<file path="src/hw/rtl/ant_ram.sv">
module ant_ram #(
  parameter int unsigned WIDTH = 8,
  parameter int unsigned DEPTH = 16,
  localparam int unsigned AW   = (DEPTH > 1) ? $clog2(DEPTH) : 1
) (
  input  logic             clk_i,
  input  logic             we_i,
  input  logic [AW-1:0]    waddr_i,
  input  logic [WIDTH-1:0] wdata_i,
  input  logic [AW-1:0]    raddr_i,
  output logic [WIDTH-1:0] rdata_o
);

  logic [WIDTH-1:0] mem_q [DEPTH];
  logic [WIDTH-1:0] rdata_q;

  always_ff @(posedge clk_i) begin
    if (we_i) begin
      mem_q[waddr_i] <= wdata_i;
    end
    rdata_q <= mem_q[raddr_i];
  end

  assign rdata_o = rdata_q;

endmodule

</file>
<file path="config.mk">
export PLATFORM = sky130hd
export DESIGN_NAME = ant_ram
export DESIGN_NICKNAME = d
export VERILOG_FILES = /design/src/hw/rtl/ant_ram.sv
export SDC_FILE = /design/constraint.sdc
export NUM_CORES = 1
export LEC_CHECK = 0
export BUFFER_PORTS_ARGS = -buffer_cell sky130_fd_sc_hd__buf_2
export CAP_MARGIN = 5
export CORE_ASPECT_RATIO = 1.4
export CORE_MARGIN = 2
export CORE_UTILIZATION = 40
export CTS_CLUSTER_SIZE = 25
export DETAILED_ROUTE_END_ITERATION = 10
export GPL_TIMING_DRIVEN = 0
export PLACE_DENSITY_LB_ADDON = 0.3
export SLEW_MARGIN = 20
export SYNTH_ARGS = -nofsm -noshare
export SYNTH_HDL_FRONTEND = slang
export SYNTH_SLANG_ARGS = --single-unit
</file>
<file path="constraint.sdc">
create_clock -name clk_i -period 1.7 [get_ports clk_i]
set_input_delay 0 -clock clk_i [delete_from_list [all_inputs] [get_ports clk_i]]
set_output_delay 0 -clock clk_i [all_outputs]
set_load 0.01 [all_outputs]
</file>
==> qor.yml <==
timing.reg2reg.worst_path_depth: 3
synth.distinct_cells: 19
synthCells: 229
ys_top_cells_by_area: "edfxtp_1 (75%), mux4_2 (7.9%), mux4_1 (7.1%)"
clk_pin_slew_ps: 60
clk_latency_ps: 410
clk_path_buf_depth: 2
slew_violations: 0
power_density_nw_per_um2: 1240
crit_start: "mem_q[1][2]"
crit_fanout: 1
rsz0062_at_grt: "no"
hold_viol_final: 0
ios: 26
dp_hpwl_um: 6440
antenna_found_initial: 0
avgSynthCellArea_um2: 22.5
cp.required_ps: 1990
design_area_um2: 6070
post_cts_resized: 0
grt_first_pass_wirelength_um: 14800
tightestPinTransition_ps: 872
grt_pass1_vias: 2545
htreeDepth: 4
row_count: 49
maxCapViolations: 0
end_kind: "register"
die_area_um2: 13800
clkSinkCount: 136
post_drt_wl_per_cell_um: 22.3
antenna_cells: 0
fin_nets: 294
ir_drop_v: 0.000731
yosysMostFrequentCell: "edfxtp_1"
met3_usage: 0.0384
cts_inserted_buffers: 17
fillers: 1024
core_um2: 12700
busiest_layer: "met2"
yosysWarnings: 0
synth_flop_cell: "edfxtp_1"
worstReg2RegStart: "mem_q[1][2]"
hold_path.class: "in2reg"
critPathArrivalTime_ps: 1740
async_flop_share: 0
reg2reg_slack_ps: 250
setup_viol: 0
power_mw: 7.53
synth_edf_count: 128
postCtsSetupBuffers: 0
multi_input_area_um2: 1080
p_leak_nw: 2.03
met1_usage: 0.185
reg2reg_to: "rdata_o[2]"
first_iter_violations: 237
ys_seq_area_frac: 0.778
grt_max_degree: 17
synthesis.nets: 247
place.gp.congestion: 0.775
status: "complete, no violations"
period_minus_slack_ps: 1450
whs_ps: 2.93
max-slew-margin-rel: 0.417
gr-usage-all-layers: 0.154
routed_wirelength_um: 9840
io_buffers: 24
final_min_period_over_clock_period: 0.851
initial_core_util: 0.406
postPlaceCellArea_um2: 5480
viasPerCell: 5.35
critPathLaunchType: "register"
crit_end: "rdata_o[2]"
fmaxAchievable_mhz: 691
grt_overflow: 0
drt_pass1_iterations: 4
die_h_um: 138
synth_top_area_frac: 0.747
synth_common_cells: "edfxtp_1 (128), mux4_2 (18), a22oi_1 (16)"
via_count: 2363
ys_ff_latch: 136
clock_skew_ps: 6.88
cts_tree: "yes"
die_w_um: 99.9
synth_top_cell_by_area: "edfxtp_1"
seq_area_um2: 4000
route.detailed.drc: 0
syn-cell-area_um2: 5150
clockRootBuffer: "clkbuf_16"
ant_nets: 0
grtUsageMet2: 0.259
criticalPathCategory: "reg2reg"
synthToLayoutAreaGrowth_pct: 17.9
drive_gt1_frac: 0.287
-- critical path, stage by stage, from the launching register on --
cell      delay [ps]
edfxtp_1         350
mux4_1           570
a22oi_1          310
nand2_1           90
-- final cells by class --
class,count,share of cell area
Timing Repair Buffer,28,0.0264
Sequential cell,136,0.660
Clock inverter,10,0.0171
Clock buffer,22,0.0732
Tap cell,153,0.0316
Multi-Input combinational cell,83,0.178
Buffer,10,0.0142
-- state kept, by name, summed over array words and instances, names as in the netlist --
| signal | flops |
|---|---|
| rdata_o | 8 |
| mem_q | 128 |
-- placed cells by master, fill, tap and decap left out, types with 2 or more instances in the layout --
cell,n
clkbuf_16,17
edfxtp_1,128
mux4_1,14
clkbuf_1,5
nor3_2,4
nand3b_1,2
nand2b_1,2
mux4_2,18
clkdlybuf4s25_2,3
bufinv_16,2
buf_6,3
a22oi_1,16
clkinvlp_4,2
dfxtp_1,8
clkinv_2,5
nand2_1,9
dlygate4sd3_1,4
buf_2,27
nor2_1,13
-- cell families (layout without fill, tap and decap cells) --
logic type	after synthesis	after routing	synth area share
flops	136	136	0.778
simple gates	35	35	0.0318
mux	32	32	0.150
compound gates	16	16	0.0233
buf+inv	10	70	0.0168
-- power by group --
part	internal (mW)	total (mW)	switching, mW
sequential	3.75	3.77	0.0161
combinational	0.155	0.371	0.216
clock	2.14	3.39	1.26
-- stage by stage --
step / utilization / worst slack [ps] / TNS, ps / std cells
after detailed placement: 0.432 / -19.0 / -148 / 406
after floorplan: - / 207 / 0 / 229
final: 0.478 / 253 / 0 / 442
after global placement: 0.430 / -346 / -4780 / 406
after global routing: 0.478 / 216 / 0 / 442
after CTS: 0.478 / 240 / 0 / 442
-- metal layers --
layer	wire, um	vias to the layer above	part of all wire
li1	-	1062	-
met5	0	-	0
met1	3860	1224	0.39
met2	5310	62	0.54
met3	431	15	0.044
met4	233	0	0.024
-- worst min-delay path by stage --
stage | from | to | slack (ps) | cells past startpoint
2_1_floorplan | wdata_i[0] | mem_q[0][0] | 100 | 0
3_3_place_gp | wdata_i[5] | mem_q[4][5] | 400 | 1
3_5_place_dp | rdata_o[4] | rdata_o[4] | 400 | 1
4_1_cts | wdata_i[4] | mem_q[2][4] | 5 | 1
5_1_grt | wdata_i[2] | mem_q[1][2] | 7 | 1
6_report | wdata_i[4] | mem_q[2][4] | 3 | 1
-- repair_timing --
item,in CTS,in global routing
hold buffers,4,0
setup endpoints to repair,0,0
endpoints found under the hold margin,53,0
No activity file was read; power rests on OpenSTA's default activity.
